<file path="config.mk">
export PLATFORM = sky130hd
export DESIGN_NAME = fixed_point_line_rasterizer
export DESIGN_NICKNAME = d
export VERILOG_FILES = /design/src/rtl/flr_pkg.sv /design/src/rtl/flr_front.sv /design/src/rtl/flr_queue.sv /design/src/rtl/flr_back.sv /design/src/rtl/fixed_point_line_rasterizer.sv
export SDC_FILE = /design/constraint.sdc
export NUM_CORES = 1
export LEC_CHECK = 0
export CORE_MARGIN = 4
export CORE_UTILIZATION = 40
export CTS_BUF_LIST = sky130_fd_sc_hd__clkbuf_8
export DETAILED_ROUTE_END_ITERATION = 8
export DONT_BUFFER_PORTS = 1
export PLACE_DENSITY = 0.53
export SLEW_MARGIN = 15
export SYNTH_ARGS = -nofsm -noshare
export SYNTH_HDL_FRONTEND = slang
export SYNTH_SLANG_ARGS = --single-unit
</file>
<file path="constraint.sdc">
create_clock -name clock -period 6.1 [get_ports clock]
set_input_delay 0.915 -clock clock [delete_from_list [all_inputs] [get_ports clock]]
set_output_delay 0.915 -clock clock [all_outputs]
set_load 0.005 [all_outputs]
</file>
<file path="src/rtl/flr_pkg.sv">
`default_nettype none

package flr_pkg;

   localparam int COORD_BITS    = 10;
   localparam int COLOR_BITS    = 24;
   localparam int ADDR_BITS     = 22;
   localparam int PITCH_BITS    = 11;
   localparam int BPP_BITS      = 2;
   localparam int FRAC_BITS     = 6;
   localparam int QUO_BITS      = FRAC_BITS + 1;
   localparam int SLOPE_BITS    = QUO_BITS + 1;
   localparam int ACC_BITS      = COORD_BITS + SLOPE_BITS;
   localparam int PROD_BITS     = COORD_BITS + PITCH_BITS;
   localparam int REQ_DATA_BITS = 4 * COORD_BITS + COLOR_BITS;
   localparam int RSP_FIELD_BITS = 2 * COORD_BITS + ADDR_BITS + COLOR_BITS;
   localparam int RSP_DATA_BITS = ((RSP_FIELD_BITS + 7) / 8) * 8;
   localparam int CSR_INDEX_BITS = 1;
   localparam int QUEUE_DEPTH   = 4;

   localparam logic [PITCH_BITS-1:0] ROW_PITCH_RESET       = PITCH_BITS'(752);
   localparam logic [BPP_BITS-1:0]   BYTES_PER_PIXEL_RESET = BPP_BITS'(1);

   localparam logic [CSR_INDEX_BITS-1:0] CSR_ROW_PITCH       = 1'b0;
   localparam logic [CSR_INDEX_BITS-1:0] CSR_BYTES_PER_PIXEL = 1'b1;

   localparam logic OP_LOAD = 1'b0;
   localparam logic OP_TICK = 1'b1;

   typedef enum logic [1:0] {
      FE_ACCEPT,
      FE_DIVIDE,
      FE_PUSH
   } front_state_type;

   typedef enum logic {
      ENT_LINE,
      ENT_TICK
   } entry_kind_type;

   typedef struct packed {
      entry_kind_type          kind;
      logic                    draw;
      logic                    x_is_major;
      logic                    major_descending;
      logic [COORD_BITS-1:0]   origin_x;
      logic [COORD_BITS-1:0]   origin_y;
      logic [COORD_BITS-1:0]   major_length;
      logic [SLOPE_BITS-1:0]   slope_q6;
      logic [COLOR_BITS-1:0]   color;
   } line_entry_type;

   typedef struct packed {
      logic [PITCH_BITS-1:0] row_pitch;
      logic [BPP_BITS-1:0]   bytes_per_pixel;
   } csr_type;

endpackage

`default_nettype wire

</file>
<file path="src/rtl/flr_front.sv">
`default_nettype none

module flr_front
   import flr_pkg::*;
(
   input  wire logic                     clock,
   input  wire logic                     reset,
   input  wire logic                     req_tvalid,
   output logic                          req_tready,
   input  wire logic [REQ_DATA_BITS-1:0] req_tdata,
   input  wire logic                     req_tuser,
   input  wire logic                     queue_full,
   output logic                          push,
   output line_entry_type                push_entry
);

   localparam logic [2:0] DIV_LAST = 3'(QUO_BITS - 1);

   front_state_type state_ff, state_in;

   logic [COORD_BITS-1:0] start_x, start_y, end_x, end_y;
   logic [COLOR_BITS-1:0] draw_color;
   logic [COORD_BITS-1:0] dx, dy;
   logic                  accept, load;

   logic [COORD_BITS-1:0] origin_x_ff, origin_y_ff, len_ff;
   logic [COLOR_BITS-1:0] color_ff;
   logic                  x_major_ff, major_desc_ff, minor_desc_ff, draw_ff;
   logic [COORD_BITS:0]   rem_ff;
   logic [QUO_BITS-1:0]   quo_ff;
   logic [2:0]            cnt_ff;

   logic                  quo_bit;
   logic [COORD_BITS:0]   rem_diff;
   logic [SLOPE_BITS-1:0] quo_ext;

   assign start_x    = req_tdata[COORD_BITS-1:0];
   assign start_y    = req_tdata[2*COORD_BITS-1:COORD_BITS];
   assign end_x      = req_tdata[3*COORD_BITS-1:2*COORD_BITS];
   assign end_y      = req_tdata[4*COORD_BITS-1:3*COORD_BITS];
   assign draw_color = req_tdata[REQ_DATA_BITS-1:4*COORD_BITS];

   assign dx = (start_x > end_x) ? start_x - end_x : end_x - start_x;
   assign dy = (start_y > end_y) ? start_y - end_y : end_y - start_y;

   assign accept = req_tvalid && req_tready;
   assign load   = accept && (req_tuser == OP_LOAD);

   // one quotient bit per cycle, weight 64 first
   assign quo_bit  = (rem_ff >= {1'b0, len_ff});
   assign rem_diff = quo_bit ? rem_ff - {1'b0, len_ff} : rem_ff;
   assign quo_ext  = {1'b0, quo_ff};

   always_comb begin
      state_in = state_ff;
      case (state_ff)
         FE_ACCEPT: begin
            if (load) state_in = FE_DIVIDE;
         end
         FE_DIVIDE: begin
            if (cnt_ff == DIV_LAST) state_in = FE_PUSH;
         end
         FE_PUSH: begin
            if (!queue_full) state_in = FE_ACCEPT;
         end
         default: state_in = FE_ACCEPT;
      endcase
   end

   always_comb begin
      req_tready                  = 1'b0;
      push                        = 1'b0;
      push_entry.kind             = ENT_LINE;
      push_entry.draw             = draw_ff;
      push_entry.x_is_major       = x_major_ff;
      push_entry.major_descending = major_desc_ff;
      push_entry.origin_x         = origin_x_ff;
      push_entry.origin_y         = origin_y_ff;
      push_entry.major_length     = len_ff;
      push_entry.slope_q6         = minor_desc_ff ? SLOPE_BITS'(0) - quo_ext : quo_ext;
      push_entry.color            = color_ff;
      case (state_ff)
         FE_ACCEPT: begin
            req_tready = !queue_full;
            // ticks go straight to the queue
            if (accept && (req_tuser == OP_TICK)) begin
               push            = 1'b1;
               push_entry.kind = ENT_TICK;
            end
         end
         FE_DIVIDE: begin
         end
         FE_PUSH: begin
            push = !queue_full;
         end
         default: begin
         end
      endcase
   end

   always_ff @(posedge clock) begin
      if (reset) begin
         state_ff <= FE_ACCEPT;
         cnt_ff   <= '0;
      end else begin
         state_ff <= state_in;
         if (load) begin
            cnt_ff <= '0;
         end else if (state_ff == FE_DIVIDE) begin
            cnt_ff <= cnt_ff + 3'd1;
         end
      end
   end

   always_ff @(posedge clock) begin
      if (load) begin
         origin_x_ff <= start_x;
         origin_y_ff <= start_y;
         color_ff    <= draw_color;
         draw_ff     <= (dx != '0) || (dy != '0);
         quo_ff      <= '0;
         if (dx > dy) begin
            x_major_ff    <= 1'b1;
            len_ff        <= dx;
            major_desc_ff <= end_x < start_x;
            minor_desc_ff <= end_y < start_y;
            rem_ff        <= {1'b0, dy};
         end else begin
            x_major_ff    <= 1'b0;
            len_ff        <= dy;
            major_desc_ff <= end_y < start_y;
            minor_desc_ff <= end_x < start_x;
            rem_ff        <= {1'b0, dx};
         end
      end else if (state_ff == FE_DIVIDE) begin
         quo_ff <= {quo_ff[QUO_BITS-2:0], quo_bit};
         rem_ff <= {rem_diff[COORD_BITS-1:0], 1'b0};
      end
   end

endmodule

`default_nettype wire

</file>
<file path="src/rtl/flr_queue.sv">
`default_nettype none

module flr_queue
   import flr_pkg::*;
#(
   parameter int DEPTH = QUEUE_DEPTH
) (
   input  wire logic           clock,
   input  wire logic           reset,
   input  wire logic           push,
   input  wire line_entry_type push_entry,
   output logic                full,
   input  wire logic           pop,
   output line_entry_type      pop_entry,
   output logic                empty
);

   localparam int PTR_W = (DEPTH > 1) ? $clog2(DEPTH) : 1;
   localparam int CNT_W = $clog2(DEPTH + 1);
   localparam logic [PTR_W-1:0] PTR_LAST = PTR_W'(DEPTH - 1);
   localparam logic [CNT_W-1:0] CNT_FULL = CNT_W'(DEPTH);

   line_entry_type     slots_ff [DEPTH];
   logic [PTR_W-1:0]   wr_ptr_ff, rd_ptr_ff;
   logic [CNT_W-1:0]   count_ff;

   assign full      = (count_ff == CNT_FULL);
   assign empty     = (count_ff == '0);
   assign pop_entry = slots_ff[rd_ptr_ff];

   always_ff @(posedge clock) begin
      if (reset) begin
         wr_ptr_ff <= '0;
         rd_ptr_ff <= '0;
         count_ff  <= '0;
      end else begin
         if (push) wr_ptr_ff <= (wr_ptr_ff == PTR_LAST) ? '0 : wr_ptr_ff + 1'b1;
         if (pop)  rd_ptr_ff <= (rd_ptr_ff == PTR_LAST) ? '0 : rd_ptr_ff + 1'b1;
         if (push && !pop) begin
            count_ff <= count_ff + 1'b1;
         end else if (pop && !push) begin
            count_ff <= count_ff - 1'b1;
         end
      end
   end

   always_ff @(posedge clock) begin
      if (push) slots_ff[wr_ptr_ff] <= push_entry;
   end

endmodule

`default_nettype wire

</file>
<file path="src/rtl/flr_back.sv">
`default_nettype none

module flr_back
   import flr_pkg::*;
(
   input  wire logic                     clock,
   input  wire logic                     reset,
   input  wire csr_type                  csr,
   input  wire logic                     queue_empty,
   input  wire line_entry_type           pop_entry,
   output logic                          pop,
   output logic                          rsp_tvalid,
   input  wire logic                     rsp_tready,
   output logic [RSP_DATA_BITS-1:0]      rsp_tdata,
   output logic                          rsp_tlast
);

   logic advance, take_tick;

   // line state
   logic                         active_ff, x_major_ff, desc_ff;
   logic [COORD_BITS-1:0]        step_ff, len_ff, org_x_ff, org_y_ff;
   logic [SLOPE_BITS-1:0]        slope_ff;
   logic signed [ACC_BITS-1:0]   acc_ff;
   logic [COLOR_BITS-1:0]        color_ff;

   logic [COORD_BITS-1:0] maj_org, min_org, maj, mnr, off, px_in, py_in;
   logic                  last_in;

   // stage 1: coordinates
   logic                  s1_valid_ff, s1_last_ff;
   logic [COORD_BITS-1:0] s1_px_ff, s1_py_ff;
   logic [COLOR_BITS-1:0] s1_color_ff;

   // stage 2: row product
   logic                  s2_valid_ff, s2_last_ff;
   logic [COORD_BITS-1:0] s2_px_ff;
   logic [PROD_BITS-1:0]  s2_prod_ff, prod_in;
   logic [COLOR_BITS-1:0] s2_color_ff;

   // output register
   logic                  out_valid_ff, out_last_ff;
   logic [COORD_BITS-1:0] out_px_ff, out_py_ff;
   logic [ADDR_BITS-1:0]  out_addr_ff, sum, addr_in;
   logic [COLOR_BITS-1:0] out_color_ff;
   logic [COORD_BITS-1:0] out_py_pipe_ff, s2_py_ff;

   assign advance   = !out_valid_ff || rsp_tready;
   assign pop       = advance && !queue_empty;
   assign take_tick = pop && (pop_entry.kind == ENT_TICK) && active_ff;

   assign maj_org = x_major_ff ? org_x_ff : org_y_ff;
   assign min_org = x_major_ff ? org_y_ff : org_x_ff;
   assign maj     = desc_ff ? maj_org - step_ff : maj_org + step_ff;
   // floor of acc/64 by arithmetic shift, wrapped to the coordinate width
   assign off     = acc_ff[FRAC_BITS +: COORD_BITS];
   assign mnr     = min_org + off;
   assign px_in   = x_major_ff ? maj : mnr;
   assign py_in   = x_major_ff ? mnr : maj;
   assign last_in = (step_ff == len_ff);

   assign prod_in = PROD_BITS'(s1_py_ff) * PROD_BITS'(csr.row_pitch);

   assign sum     = ADDR_BITS'(s2_px_ff) + ADDR_BITS'(s2_prod_ff);
   assign addr_in = (csr.bytes_per_pixel[0] ? sum : '0)
                  + (csr.bytes_per_pixel[1] ? {sum[ADDR_BITS-2:0], 1'b0} : '0);

   always_ff @(posedge clock) begin
      if (reset) begin
         active_ff    <= 1'b0;
         step_ff      <= '0;
         acc_ff       <= '0;
         s1_valid_ff  <= 1'b0;
         s2_valid_ff  <= 1'b0;
         out_valid_ff <= 1'b0;
      end else if (advance) begin
         s1_valid_ff  <= take_tick;
         s2_valid_ff  <= s1_valid_ff;
         out_valid_ff <= s2_valid_ff;
         if (pop && (pop_entry.kind == ENT_LINE)) begin
            // a new line drops whatever was being drawn
            active_ff <= pop_entry.draw;
            step_ff   <= '0;
            acc_ff    <= '0;
         end else if (take_tick) begin
            if (last_in) begin
               active_ff <= 1'b0;
               step_ff   <= '0;
            end else begin
               step_ff <= step_ff + 1'b1;
               acc_ff  <= acc_ff + ACC_BITS'($signed(slope_ff));
            end
         end
      end
   end

   always_ff @(posedge clock) begin
      if (advance) begin
         if (pop && (pop_entry.kind == ENT_LINE)) begin
            x_major_ff <= pop_entry.x_is_major;
            desc_ff    <= pop_entry.major_descending;
            len_ff     <= pop_entry.major_length;
            org_x_ff   <= pop_entry.origin_x;
            org_y_ff   <= pop_entry.origin_y;
            slope_ff   <= pop_entry.slope_q6;
            color_ff   <= pop_entry.color;
         end
         s1_px_ff       <= px_in;
         s1_py_ff       <= py_in;
         s1_last_ff     <= last_in;
         s1_color_ff    <= color_ff;
         s2_px_ff       <= s1_px_ff;
         s2_py_ff       <= s1_py_ff;
         s2_prod_ff     <= prod_in;
         s2_last_ff     <= s1_last_ff;
         s2_color_ff    <= s1_color_ff;
         out_px_ff      <= s2_px_ff;
         out_py_pipe_ff <= s2_py_ff;
         out_addr_ff    <= addr_in;
         out_color_ff   <= s2_color_ff;
         out_last_ff    <= s2_last_ff;
      end
   end

   assign out_py_ff  = out_py_pipe_ff;
   assign rsp_tvalid = out_valid_ff;
   assign rsp_tlast  = out_last_ff;
   assign rsp_tdata  = RSP_DATA_BITS'({out_color_ff, out_addr_ff, out_py_ff, out_px_ff});

   a_step_in_range: assert property (@(posedge clock) disable iff (reset)
      active_ff |-> (step_ff <= len_ff))
      else $error("step count ran past the major length");

   a_idle_tick_silent: assert property (@(posedge clock) disable iff (reset)
      (advance && pop && (pop_entry.kind == ENT_TICK) && !active_ff) |=> !s1_valid_ff)
      else $error("tick on an idle line produced a pixel");

   a_last_ends_line: assert property (@(posedge clock) disable iff (reset)
      (advance && take_tick && last_in) |=> !active_ff)
      else $error("line still active after its last pixel");

endmodule

`default_nettype wire

</file>
<file path="src/rtl/fixed_point_line_rasterizer.sv">
// A tick request gives its pixel on rsp through the queue, stage 1, stage 2 and the output register.
// Throughput: ticks one per cycle while the queue has room; a line load steps through
// accept, a bit-serial slope divider and a queue push, and holds req_tready low after the accept.
// A stalled rsp backs up the 3-stage pixel pipe and then the request queue.
// Reset (synchronous, active high): no line active, queue empty,
// row_pitch = 752, bytes_per_pixel = 1.
`default_nettype none

module fixed_point_line_rasterizer
   import flr_pkg::*;
#(
   parameter int QUEUE_DEPTH_P = QUEUE_DEPTH
) (
   input  wire logic                      clock,
   input  wire logic                      reset,
   input  wire logic                      req_tvalid,
   output logic                           req_tready,
   // start_x, start_y, end_x, end_y, draw_color
   input  wire logic [REQ_DATA_BITS-1:0]  req_tdata,
   // opcode
   input  wire logic                      req_tuser,
   output logic                           rsp_tvalid,
   input  wire logic                      rsp_tready,
   // pixel_x, pixel_y, byte_address, pixel_color, zero pad
   output logic [RSP_DATA_BITS-1:0]       rsp_tdata,
   output logic                           rsp_tlast,
   input  wire logic                      csr_valid,
   output logic                           csr_ready,
   input  wire logic [CSR_INDEX_BITS-1:0] csr_index,
   input  wire logic [PITCH_BITS-1:0]     csr_data
);

   csr_type        csr_ff;
   logic           queue_full, queue_empty, push, pop;
   line_entry_type push_entry, pop_entry;

   assign csr_ready = 1'b1;

   always_ff @(posedge clock) begin
      if (reset) begin
         csr_ff.row_pitch       <= ROW_PITCH_RESET;
         csr_ff.bytes_per_pixel <= BYTES_PER_PIXEL_RESET;
      end else if (csr_valid && csr_ready) begin
         case (csr_index)
            CSR_ROW_PITCH:       csr_ff.row_pitch       <= csr_data;
            CSR_BYTES_PER_PIXEL: csr_ff.bytes_per_pixel <= csr_data[BPP_BITS-1:0];
            default: begin
            end
         endcase
      end
   end

   flr_front u_front (
      .clock      (clock),
      .reset      (reset),
      .req_tvalid (req_tvalid),
      .req_tready (req_tready),
      .req_tdata  (req_tdata),
      .req_tuser  (req_tuser),
      .queue_full (queue_full),
      .push       (push),
      .push_entry (push_entry)
   );

   flr_queue #(
      .DEPTH (QUEUE_DEPTH_P)
   ) u_queue (
      .clock      (clock),
      .reset      (reset),
      .push       (push),
      .push_entry (push_entry),
      .full       (queue_full),
      .pop        (pop),
      .pop_entry  (pop_entry),
      .empty      (queue_empty)
   );

   flr_back u_back (
      .clock       (clock),
      .reset       (reset),
      .csr         (csr_ff),
      .queue_empty (queue_empty),
      .pop_entry   (pop_entry),
      .pop         (pop),
      .rsp_tvalid  (rsp_tvalid),
      .rsp_tready  (rsp_tready),
      .rsp_tdata   (rsp_tdata),
      .rsp_tlast   (rsp_tlast)
   );

endmodule

`default_nettype wire

</file>
== Word-level counts from Yosys, hierarchy flattened ==
Memories as Yosys holds them, arrays and structs flattened. A register that Yosys moved wholly into a read port is not among the register bits.
Index checks and enable logic that the tools add are counted.

* Register bits: 375
* Memory bits (writable): 264
* Input bits: 82
* Output and inout bits: 76
* Logic and storage cells: 159
* Memories kept: 1

{| class="wikitable"
|+ Memories
! memory !! words !! width !! read ports !! clocked after Yosys merged registers in !! write ports !! RTL line !! RTL
|-
| u_queue.slots_ff || 4 || 66 || 1 || 1 || 1 || flr_queue.sv:23 || <nowiki>line_entry_type slots_ff [DEPTH];</nowiki>
|}

* Add/sub/neg operators: 18
* Multiply operators: 1
* $lt $le $gt $ge: 6
* Equal/unequal tests: 11
* Muxes and demuxes: 43
* Bitwise operators: 3
* Reduce and logical (&&, ||, !) cells: 32

{| class="wikitable"
|+ Operators with widths
! kind !! number
|-
| 2-to-1 mux 10 bit || 13
|-
| subtractor 10 bit || 6
|-
| 2-to-1 mux 18 bit || 3
|-
| 2-to-1 mux 22 bit || 2
|-
| greater-than comparator 10 bit || 3
|-
| adder 10 x 21 -> 22 bit || 1
|-
| adder 22 bit || 1
|-
| 2-to-1 mux 11 bit || 2
|-
| multiplier 10 x 11 -> 21 bit || 1
|-
| adder 10 bit || 2
|-
| < comparator 10 bit || 2
|-
| nonzero test 10 bit || 2
|-
| adder 18 x 8 -> 18 bit || 1
|-
| 2-to-1 mux 2 bit || 7
|-
| >= comparator 11 x 10 -> 1 bit || 1
|-
| 2-to-1 mux 1 bit || 11
|-
| adder 10 x 1 -> 10 bit (second input constant) || 1
|-
| equality test 10 bit || 1
|-
| logical AND 1 bit || 9
|-
| AND reduction 3 bit || 3
|-
| 2-to-1 mux 8 bit || 1
|-
| AND reduction 2 bit || 4
|-
| nonzero test 2 bit || 4
|-
| subtractor 1 x 7 -> 8 bit (first input constant) || 1
|-
| other kinds (17) || 32
|}

== Depth between registers and ports, before layout ==
Gate-level depths: netlist of the first run.

* Depth after elaboration: 11
* Mapped depth: 22
* Mapped depth without buffers: 21

== Modules after synthesis ==
A second synthesis of the first run with hierarchy kept.

* Cells, all modules: 2,397
* Area, all modules: 32,436.1 sq um

{| class="wikitable"
|+ Modules (own cells, without submodules)
! module !! instances !! cells an instance !! area each (sq um) !! seq. area each (sq um)
|-
| flr_back || 1 || 1,371 || 16,141.7 || 7,867.5
|-
| flr_queue || 1 || 388 || 9,958.3 || 8,107.8
|-
| flr_front || 1 || 581 || 5,769.3 || 2,312.2
|-
| fixed_point_line_rasterizer || 1 || 57 || 566.8 || 260.2
|}

== Least setup slack after synthesis of the first run ==
Ideal clock, no wire load.

* Kind: register to register
* Start: register u_back.s1_py_ff[4]
* End: register u_back.s2_prod_ff[20] (data pin)
* Setup time: 0.260 ns
* Data arrival time: 5.453 ns
* Data required time: 5.840 ns
* Slack: 0.387 ns
* Stages on the path, launching flop included: 21
* Path buffers: 1
* Clock period less this slack: 5.713 ns
* Path through: edfxtp_1 clkbuf_1 and2_1 fa_1 inv_1 fa_1 inv_1 fa_1 fa_1 inv_1 fa_1 inv_1 ha_1 or3_1 a211oi_1 o21ai_0 a31o_2 o41ai_1 o21bai_1 a21oi_1 xnor2_1

* Longest elaborated chain between the ends: 1

{| class="wikitable"
|+ Ends and longest elaborated chain
! item !! RTL line !! RTL
|-
| start, declared || flr_back.sv:32 || <nowiki>logic [COORD_BITS-1:0] s1_px_ff, s1_py_ff;</nowiki>
|-
| start signal, assigned || flr_back.sv:109 || <nowiki>s1_py_ff <= py_in;</nowiki>
|-
| multiplier 10 x 11 -> 21 bit || flr_back.sv:62 || <nowiki>assign prod_in = PROD_BITS'(s1_py_ff) * PROD_BITS'(csr.row_pitch);</nowiki>
|-
| net u_back.prod_in[20] || flr_back.sv:38 || <nowiki>logic [PROD_BITS-1:0] s2_prod_ff, prod_in;</nowiki>
|-
| end signal, assigned || flr_back.sv:114 || <nowiki>s2_prod_ff <= prod_in;</nowiki>
|-
| end, declared || flr_back.sv:38 ||
|}

The timed path passes the listed nets, and every way through them passes these cells.
A chain may end at the register's enable or synchronous reset.

== Worst setup path in the final report of the first run ==
* Start: register csr_ff[7] in the netlist's numbering
* End: register u_back.s2_prod_ff[20] (data pin)

* Longest elaborated chain between the ends: 1

{| class="wikitable"
|+ Ends and longest elaborated chain
! item !! RTL line !! RTL
|-
| start, declared || fixed_point_line_rasterizer.sv:33 || <nowiki>csr_type csr_ff;</nowiki>
|-
| multiplier 10 x 11 -> 21 bit || flr_back.sv:62 ||
|-
| net u_back.prod_in[20] || flr_back.sv:38 ||
|}

The timed path passes the listed nets, and every way through them passes these cells.

==> metrics.cfg, run 1 <==
[timing]
final_hold_viol_count=0
final.period_utilization=0.9537
fin_crit_ns=5.818
setup_viol=0
fin_skew_ns=0.07158
worstMarginPinSlew_ns=1.087
slew_violations=0
fmax_mhz=171.9
max_slew_margin=0.2750

[critical_path]
endpoint_kind=register
reg2reg_depth=19
crit_chain=and2_1, fa_1, inv_1, fa_1, inv_1, fa_1, fa_1, inv_1, fa_1, inv_1, ha_1, or3_1, a211oi_1, o21ai_0, a31o_2, o41ai_2, o21bai_1, a21oi_1, xnor2_1
crit_path_top_delay_cell=fa_1
criticalPathCategory=register to register
critPathRequiredTime_ns=6.55
critPathMaxFanout=6
worstReg2RegStart=csr_ff[7]
setup.worst_path.start_class=register
critPathMaxStageDelay_ns=0.55
crit_start=csr_ff[7]
critical_path.most_common_cell=fa_1
arrival_ns=6.27
r2r-end=u_back.s2_prod_ff[20]
reg2reg_setup_slack_ns=0.28

[clock_tree]
clk_pin_slew_worst_paths_ns=0.07
cts_tree=yes
worstSkewPairLatency_ns=0.74
cts_resized=0
post_cts_buffers=0
cts_hold_buf=0
cts_root_buf=clkbuf_8
cts_buffer_depth=3
cts.htree.levels=3
numClockSinks=639
cts_buffers=108

[synthesis]
avgSynthCellArea_um2=13.35
synth_edf_count=575
synth_cell_types=74
syn-instance-count=2400
yosys_most_used_dff=edfxtp_1
synth_area_mm2=0.03205
synth_area_leaders=edfxtp_1 54%, ha_1 7.4%, fa_1 5.1%
ys_warn_count=0
yosysTopAreaCell=edfxtp_1
yosysSeqAreaShare=0.5787
ys_async_sr_fraction=0
synth_seq_cells=639
synth_top_area_frac=0.5387

[global_routing]
antenna_found_initial=1
grt_max_degree=143
busiest_layer=met2
grt-ovfl-total=0
grt_pass1_vias=19370
grt_pass1_wl_um=109000
use_met3=0.03296
grtUsageMet1=0.1976
grtUsageTotal=0.1618
use_met2=0.2941

[die]
start_util=0.4044
die_y_um=291.1
rows=103
fp.coreArea_mm2=0.07926
io_pins=158
die_w_um=291.1
die_area_mm2=0.08472

[power_and_ir_drop]
power_frac_comb=0.496
p_int_mw=13.66
powerDensity_mw_per_mm2=627.7
power.switching_mw=8.737
seqPwrFrac=0.327
leakage_nw=13.88
power_frac_clock=0.176
total_power_mw=22.40
ir_drop_v=0.0006404
p_sw_frac=0.3901

[min_path]
hp-start=req_tdata[0]
holdPathEnd=u_front.origin_x_ff[0]
hold_class=input port to register
min_path_cells=0

[finish]
fin_area_mm2=0.03569
n_fill_cell=7155
final_cells=3614
area_growth_syn_to_layout_pct=11.34
nets=2821
drive_above_1_share=0.1249

[route]
routed_wl_um=68610
drtIter0Drc=896
viasPerCell=5.043
vias=18230
drc=0
antenna_left=0
firstDrtPassIters=5
wire_per_inst_um=18.99

[place]
dp.cells=3408
dpl.hpwl_um=49050
placed_cell_area_mm2=0.03338
gp_congestion=0.8785
port_buffers=0

[run]
maxCapViolations=0

[outcome]
status=finished clean

## Yosys cell counts, types with 4 or more instances
master    instances
edfxtp_1        575
inv_1           200
ha_1            190
nand2_1         181
nor2_1          139
a21oi_1         108
xnor2_1          96
and2_1           86
fa_1             81
o21ai_0          70
mux4_2           66
clkbuf_1         64
dfxtp_1          64
nor2b_1          40
mux2i_1          39
nor3_1           38
xor2_1           38
a21o_1           34
nand3_1          28
mux2_2           24
and3_1           17
o21a_1           17
nand4_1          15
o21bai_1         15
a31oi_1          14
nand2b_1         14
buf_1            12
a211oi_1         11
nand3b_1          8
or3_1             8
buf_4             7
or2_2             7
buf_2             6
nor3b_1           6
o31ai_1           6
o22ai_1           5
a211o_1           4
## worst max-delay path by stage
| stage | end | slack [ns] | cells past startpoint |
|---|---|---|---|
| floorplan | u_back.s2_prod_ff[20] | 0.39 | 20 |
| global placement | u_back.s2_prod_ff[20] | 0.28 | 18 |
| detailed placement | u_back.s2_prod_ff[20] | 0.18 | 18 |
| CTS | u_back.s2_prod_ff[20] | 0.16 | 18 |
| global route | u_back.s2_prod_ff[20] | -0.003 | 19 |
| finish | u_back.s2_prod_ff[20] | 0.28 | 19 |
## per-layer routing
metal  up-vias  part of all wire
met1      9049              0.42
met2       285              0.52
met4         0             0.016
met5         -                 0
met3        93             0.038
li1       8798                 -
## power groups by stage
stage	registers, mW	logic [mW]	clock network, mW
final	7.34	11.1	3.94
after global routing	7.47	12.7	4.30
after CTS	7.39	11.4	4.11
after detailed placement	7.47	11.3	0
after global placement	7.44	11.2	0
after floorplan	7.04	8.70	0
## critical path, delay by kind of cell (launching register included)
kind	cells	cell delay, ns
fa+ha+maj	6	2.89
compound gates	6	1.36
simple gates	2	0.63
xor+xnor	1	0.08
buf+inv	4	0.21
flops	1	0.38
## cells in the final DEF (no fill, tap or decap), types with 11 or more instances in the layout
cell / instances
clkbuf_8: 115
and3_1: 17
xor2_1: 38
a21oi_1: 107
o21a_1: 17
nor2_1: 138
fa_1: 81
clkinv_2: 21
inv_1: 226
edfxtp_1: 575
a211oi_1: 11
nand2b_1: 14
buf_4: 41
nand4_1: 15
nor2b_1: 40
ha_1: 190
nand3_1: 28
clkinv_1: 20
nor3_1: 38
o21ai_0: 70
xnor2_1: 96
mux4_2: 66
dfxtp_1: 61
a31oi_1: 14
a21o_1: 34
o21bai_1: 15
nand2_1: 181
mux2i_1: 39
mux2_2: 24
and2_1: 82
## sequential cells by signal, summed over array words and instances, names as in the netlist, 11 cells and up, named ones only
name / cells
csr_ff: 13
u_back.out_color_ff: 24
u_queue.slots_ff: 264
u_back.s2_prod_ff: 21
u_back.color_ff: 24
u_back.s1_color_ff: 24
u_front.rem_ff: 11
u_back.out_addr_ff: 22
u_back.s2_color_ff: 24
u_front.color_ff: 24
u_back.acc_ff: 16
## logic make-up after synthesis
| group | Yosys count | synth area share |
|---|---|---|
| muxes | 129 | 0.06699 |
| DFF | 639 | 0.5787 |
| and+or+nand+nor | 601 | 0.09135 |
| xor gates and xnor gates | 134 | 0.03662 |
| adders and majority gates | 271 | 0.1248 |
| other | 2 | 0.0002343 |
| buffers and inverters | 290 | 0.03502 |
| AOI/OAI and AO/OA | 334 | 0.06633 |
## through the flow
stage,worst slack (ns),utilization,hold WS (ns),setup TNS (ns)
finish,0.2823,0.4503,0.2623,0
global route,-0.003110,0.4503,0.1767,-0.003110
CTS,0.1588,0.4501,0.1603,0
detailed placement,0.1765,0.4212,0.4045,0
global placement,0.2772,0.4212,0.4006,0
floorplan,0.3873,-,0.4003,0
## cell type report
| type | count | area (µm²) | area share |
|---|---|---|---|
| Clock inverter | 90 | 709.4 | 0.01988 |
| Antenna cell | 1 | 2.502 | 0.00007012 |
| Clock buffer | 115 | 1583 | 0.04435 |
| Tap cell | 1050 | 1314 | 0.03681 |
| Multi-Input combinational cell | 1476 | 12440 | 0.3485 |
| Inverter | 201 | 759.5 | 0.02128 |
| Sequential cell | 639 | 18550 | 0.5199 |
| Timing Repair Buffer | 42 | 327.8 | 0.009186 |
Power figures use the tool's default switching activity.
==> inputs of run 2 (changes only) <==
--- a/config.mk
+++ b/config.mk
@@ -5,12 +5,14 @@
 export SDC_FILE = /design/constraint.sdc
 export NUM_CORES = 1
 export LEC_CHECK = 0
-export CORE_MARGIN = 4
+export CELL_PAD_IN_SITES_DETAIL_PLACEMENT = 0
+export CELL_PAD_IN_SITES_GLOBAL_PLACEMENT = 2
+export CORE_MARGIN = 2
 export CORE_UTILIZATION = 40
 export CTS_BUF_LIST = sky130_fd_sc_hd__clkbuf_8
 export DETAILED_ROUTE_END_ITERATION = 8
 export DONT_BUFFER_PORTS = 1
-export PLACE_DENSITY = 0.53
+export PLACE_DENSITY = 0.71
 export SLEW_MARGIN = 15
 export SYNTH_ARGS = -nofsm -noshare
 export SYNTH_HDL_FRONTEND = slang
==> metrics.cfg, run 2 (same netlist as run 1, synthesis figures left out) <==
[outcome]
status=finished clean

[finish]
fin_area_mm2=0.03589  ; +0.57%
top_register=u_queue.slots_ff
drive_above_1_share=0.1263  ; +0.001413
nets=2822  ; +0.035%
n_fill_cell=7125  ; -0.42%
final_cell_mix=575 x edfxtp_1, 232 x inv_1, 190 x ha_1
area_growth_syn_to_layout_pct=11.98
final_cells=3617  ; +0.083%
largest_reg_flops=264  ; unchanged
final_common_cell=edfxtp_1

[route]
firstDrtPassIters=5  ; unchanged
wire_per_inst_um=19.14  ; +0.82%
routed_wl_um=69230  ; +0.90%
vias=18300  ; +0.42%
drc=0  ; unchanged
antenna_left=0  ; unchanged
viasPerCell=5.060  ; +0.33%
drtIter0Drc=1023  ; +14%

[die]
rows=103  ; unchanged
die_y_um=287.1  ; -1.4%
io_pins=158  ; unchanged
fp.coreArea_mm2=0.07913  ; -0.16%
die_area_mm2=0.08241  ; -2.7%
die_w_um=287.1  ; -1.4%
start_util=0.4050  ; +0.0006586

[min_path]
min_path_cells=0  ; unchanged
hp-start=req_tdata[5]
holdPathEnd=u_front.origin_x_ff[5]
hold_class=input port to register

[timing]
worstMarginPinSlew_ns=0.9771  ; -0.1104 ns
slew_violations=0  ; unchanged
whs_ns=0.2491  ; -0.01324 ns
fin_crit_ns=5.694  ; -0.1238 ns
setup_ws_ns=0.4061  ; +0.1238 ns
finalSetupTns_ns=0  ; unchanged
fin_skew_ns=0.05072  ; -0.02085 ns
fmax_mhz=175.6  ; +2.2%
rsz0062_at_grt=false
final_hold_viol_count=0  ; unchanged
max_slew_margin=0.3473  ; +0.07225
final.period_utilization=0.9334  ; -0.02029
setup_viol=0  ; unchanged

[critical_path]
critPathMaxFanout=5  ; -1
critPathRequiredTime_ns=6.56  ; about the same
criticalPathCategory=register to register
crit_path_top_delay_cell=fa_1
reg2reg_setup_slack_ns=0.41  ; +0.12 ns
r2r-end=u_back.s2_prod_ff[20]
setup.worst_path.start_class=register
crit_chain=and2_1, fa_1, inv_1, fa_1, inv_1, fa_1, fa_1, inv_1, fa_1, inv_1, ha_1, or3_1, a211oi_2, o21ai_0, a31o_2, o41ai_2, o21bai_1, a21oi_1, xnor2_1
reg2reg_depth=19  ; unchanged
endpoint_kind=register
worstReg2RegStart=u_back.s1_py_ff[6]
crit_start=u_back.s1_py_ff[6]
critical_path.most_common_cell=fa_1
critPathMaxStageDelay_ns=0.55  ; about the same
arrival_ns=6.16  ; -0.11 ns

[global_routing]
grtUsageTotal=0.1719  ; +0.01006
grt_max_degree=98  ; -31%
antenna_found_initial=1  ; unchanged
grt_pass1_vias=19520  ; +0.76%
grt_pass1_wl_um=109800  ; +0.77%
grt-ovfl-total=0  ; unchanged

[clock_tree]
cts.htree.levels=3  ; unchanged
worstSkewPairLatency_ns=0.75  ; about the same
cts_buffers=110  ; +1.9%
cts_buffer_depth=3  ; unchanged
cts_tree=yes
clk_pin_slew_worst_paths_ns=0.07  ; about the same
numClockSinks=639  ; unchanged
cts_root_buf=clkbuf_8

[power_and_ir_drop]
ir_drop_v=0.0004947  ; -23%
powerDensity_mw_per_mm2=636.7  ; +1.4%
leakage_nw=14.00  ; +0.83%

[place]
dp.cells=3407  ; -0.029%
gp_congestion=0.8590  ; -2.2%
post-place-ws_ns=0.1361  ; -0.04040 ns
port_buffers=0  ; unchanged
placed_cell_area_mm2=0.03339  ; about the same
dpl.hpwl_um=49230  ; +0.37%

[run]
maxCapViolations=0  ; unchanged

run 2: cell count changes in the layout (fill, tap and decap cells not counted), sizes merged:
cell	change
clkinvlp	-3
buf	-1
clkinv	-11
bufinv	+4
clkbuf	+7
inv	+7
run 2: final cells by class:
type	instances	area [µm²]	share of cell area
Tap cell	1050	1314	0.03661
Clock inverter	87	803.3	0.02238
Clock buffer	122	1679	0.04679
Timing Repair Buffer	41	332.8	0.009273
Antenna cell	1	2.502	0.00006973
Inverter	201	762.0	0.02123
Sequential cell	639	18550	0.5170
Multi-Input combinational cell	1476	12440	0.3467
run 2: worst max-delay path, delay by kind of cell (launching register included):
kind	cells	cell delay, ns
fa+ha+maj	6	2.84
buf+inv	4	0.22
compound gates	6	1.23
simple gates	2	0.64
xor+xnor	1	0.08
flops	1	0.42
run 2: metrics by stage:
| step | power [mW] | util |
|---|---|---|
| detailed placement | 18.89 | 0.4220 |
| global placement | 18.77 | 0.4220 |
| finish | 22.85 | 0.4536 |
| CTS | 23.26 | 0.4534 |
| floorplan | 15.74 | - |
| global route | 24.99 | 0.4536 |
run 2: routing by layer:
metal / wire length, µm / part of all wire / track usage / vias up
met2: 35860 / 0.52 / 0.3080 / 312
li1: - / - / - / 8822
met3: 2466 / 0.036 / 0.02921 / 96
met4: 1665 / 0.024 / 0.05898 / 0
met5: 0 / 0 / 0 / -
met1: 29240 / 0.42 / 0.2088 / 9071
run 2: what timing repair did:
action / in CTS / in global routing
hold buffers: 0 / 0
endpoints found under the setup margin: 0 / 2
buffers inserted: 0 / 0
resized for setup: 0 / 3
run 2: how the worst max path moves through the flow:
stage | to | cells past startpoint
3_3_place_gp | u_back.s2_prod_ff[20] | 18
5_1_grt | u_back.s2_prod_ff[20] | 20
3_5_place_dp | u_back.s2_prod_ff[20] | 18
4_1_cts | u_back.s2_prod_ff[20] | 18
6_report | u_back.s2_prod_ff[20] | 19
2_1_floorplan | u_back.s2_prod_ff[20] | 20
run 2: where the power goes:
group	internal (mW)	switching (mW)	leakage, nW	total, mW
Combinational	4.96	6.36	6.55	11.3
Clock	2.40	1.84	1.38	4.23
Sequential	6.63	0.671	6.07	7.30
==> inputs of run 3 (changes only) <==
--- a/config.mk
+++ b/config.mk
@@ -7,11 +7,13 @@
 export LEC_CHECK = 0
 export CELL_PAD_IN_SITES_DETAIL_PLACEMENT = 0
 export CELL_PAD_IN_SITES_GLOBAL_PLACEMENT = 2
+export CORE_ASPECT_RATIO = 1.75
 export CORE_MARGIN = 2
 export CORE_UTILIZATION = 40
 export CTS_BUF_LIST = sky130_fd_sc_hd__clkbuf_8
 export DETAILED_ROUTE_END_ITERATION = 8
 export DONT_BUFFER_PORTS = 1
+export GPL_ROUTABILITY_DRIVEN = 1
 export PLACE_DENSITY = 0.71
 export SLEW_MARGIN = 15
 export SYNTH_ARGS = -nofsm -noshare
==> metrics.cfg, run 3 (same netlist as run 1, synthesis figures left out) <==
[finish]
area_growth_syn_to_layout_pct=10.88
largest_reg_flops=264  ; unchanged
final_common_cell=edfxtp_1
drive_above_1_share=0.1205  ; -0.005780
nets=2824  ; +0.071%
top_register=u_queue.slots_ff
final_cell_mix=575 x edfxtp_1, 225 x inv_1, 190 x ha_1

[outcome]
status=finished clean

[critical_path]
criticalPathCategory=register to register
critPathRequiredTime_ns=6.58  ; +0.02 ns
crit_path_top_delay_cell=fa_1
reg2reg_setup_slack_ns=0.39  ; -0.02 ns
path_delay_family=adder cells
cp_num_cells=19  ; unchanged
critical_path.most_common_cell=fa_1
crit_start=u_back.s1_py_ff[4]
critPathMaxFanout=5  ; unchanged
worstReg2RegStart=u_back.s1_py_ff[4]
crit_chain=and2_1, fa_1, inv_1, fa_1, inv_1, fa_1, fa_1, inv_1, fa_1, inv_1, ha_1, or3_1, a211oi_2, o21ai_0, a31o_2, o41ai_2, o21bai_1, a21oi_1, xnor2_1
arrival_ns=6.19  ; +0.03 ns
path_buf_inv=4  ; unchanged
critPathMaxStageDelay_ns=0.57  ; +0.02 ns
endpoint_kind=register
setup.worst_path.start_class=register
reg2reg_depth=19  ; unchanged

[timing]
fmax_mhz=175.0  ; -0.35%
slew_violations=0  ; unchanged
max_slew_margin=0.3585  ; +0.01123
worstMarginPinSlew_ns=0.9622  ; -0.01484 ns
finalSetupTns_ns=0  ; unchanged
final.period_utilization=0.9367  ; +0.003252
rsz0062_at_grt=false
final_hold_viol_count=0  ; unchanged
setup_viol=0  ; unchanged
fin_skew_ns=0.04101  ; -0.009717 ns
fin_crit_ns=5.714  ; +0.01984 ns

[route]
vias=18220  ; -0.43%
antenna_left=0  ; unchanged
firstDrtPassIters=5  ; unchanged
viasPerCell=5.075  ; +0.29%
drtIter0Drc=920  ; -10%
routed_wl_um=71540  ; +3.3%
wire_per_inst_um=19.92  ; +4.1%
drc=0  ; unchanged

[die]
die_area_mm2=0.08250  ; +0.11%
die_w_um=218.0  ; -24%
die_y_um=378.5  ; +32%
fp.coreArea_mm2=0.07954  ; +0.52%
rows=137  ; +33%
start_util=0.4030  ; -0.002077
io_pins=158  ; unchanged

[clock_tree]
cts_root_buf=clkbuf_8
cts_tree=yes
cts.htree.levels=3  ; unchanged
cts_buffers=93  ; -15%
numClockSinks=639  ; unchanged
cts_buffer_depth=3  ; unchanged
cts_hold_buf=0  ; unchanged
clk_pin_slew_worst_paths_ns=0.07  ; about the same
cts_resized=0  ; unchanged
worstSkewPairLatency_ns=0.77  ; +0.02 ns
post_cts_buffers=0  ; unchanged

[place]
gp_congestion=0.8651  ; +0.71%
dpl.hpwl_um=53400  ; +8.5%
port_buffers=0  ; unchanged

[global_routing]
grt_pass1_vias=19550  ; +0.13%
grt_pass1_wl_um=110500  ; +0.63%
grt-ovfl-total=0  ; unchanged
grt_max_degree=114  ; +16%
antenna_found_initial=1  ; unchanged
grtUsageTotal=0.1777  ; +0.005844

[min_path]
hold_class=input port to register
min_path_cells=0  ; unchanged
hp-start=req_tdata[51]

[run]
maxCapViolations=0  ; unchanged

==> run 3: area by class of cell <==
cell class / instances / area (µm²)
antenna: 1 / 2.502
clock buffer: 96 / 1321
clock inverter: 76 / 703.2
fill: 7215 / 44000
inverter: 201 / 762.0
multi-input combinational: 1476 / 12440
sequential: 639 / 18550
tap: 1042 / 1304
timing repair buffer: 60 / 450.4
==> run 3: worst register-to-register path: stages (launching register included) <==
cell and delay, ns:
edfxtp_1 0.39, and2_1 0.19, fa_1 0.54, inv_1 0.06, fa_1 0.53, inv_1 0.06
fa_1 0.53, fa_1 0.57, inv_1 0.06, fa_1 0.53, inv_1 0.04, ha_1 0.22
or3_1 0.46, a211oi_2 0.24, o21ai_0 0.15, a31o_2 0.24, o41ai_2 0.27, o21bai_1 0.11
a21oi_1 0.18, xnor2_1 0.09
==> run 3: worst paths after layout <==
| check | to |
|---|---|
| setup reg to reg | u_back.s2_prod_ff[20] |
| hold / removal | u_front.color_ff[11] |
| hold reg to reg | u_back.s2_color_ff[2] |
| setup / recovery | u_back.s2_prod_ff[20] |
==> run 3: layer usage <==
layer | GRT usage | wire length (µm) | vias up
li1 | - | - | 8778
met4 | 0.09126 | 3644 | 0
met1 | 0.1728 | 24870 | 8948
met3 | 0.03598 | 2642 | 161
met5 | 0 | 0 | -
met2 | 0.3469 | 40380 | 336
==> run 3: stage by stage <==
stage / cells / hold WS (ns) / util / worst slack (ns) / instance area (µm²)
3_5_place_dp: 3418 / 0.4045 / 0.4212 / 0.1980 / 33500
3_3_place_gp: 3418 / 0.4013 / 0.4212 / 0.2015 / 33500
6_report: 3591 / 0.2356 / 0.4468 / 0.3862 / 35540
5_1_grt: 3591 / 0.1514 / 0.4468 / 0.03053 / 35540
2_1_floorplan: 2405 / 0.4003 / - / 0.3873 / 32070
4_1_cts: 3590 / 0.1303 / 0.4466 / 0.1763 / 35520
Power of run 3 is left out: the tool's default activity adds up to more than one toggle a clock period on the data nets, which glitch-free logic cannot reach.
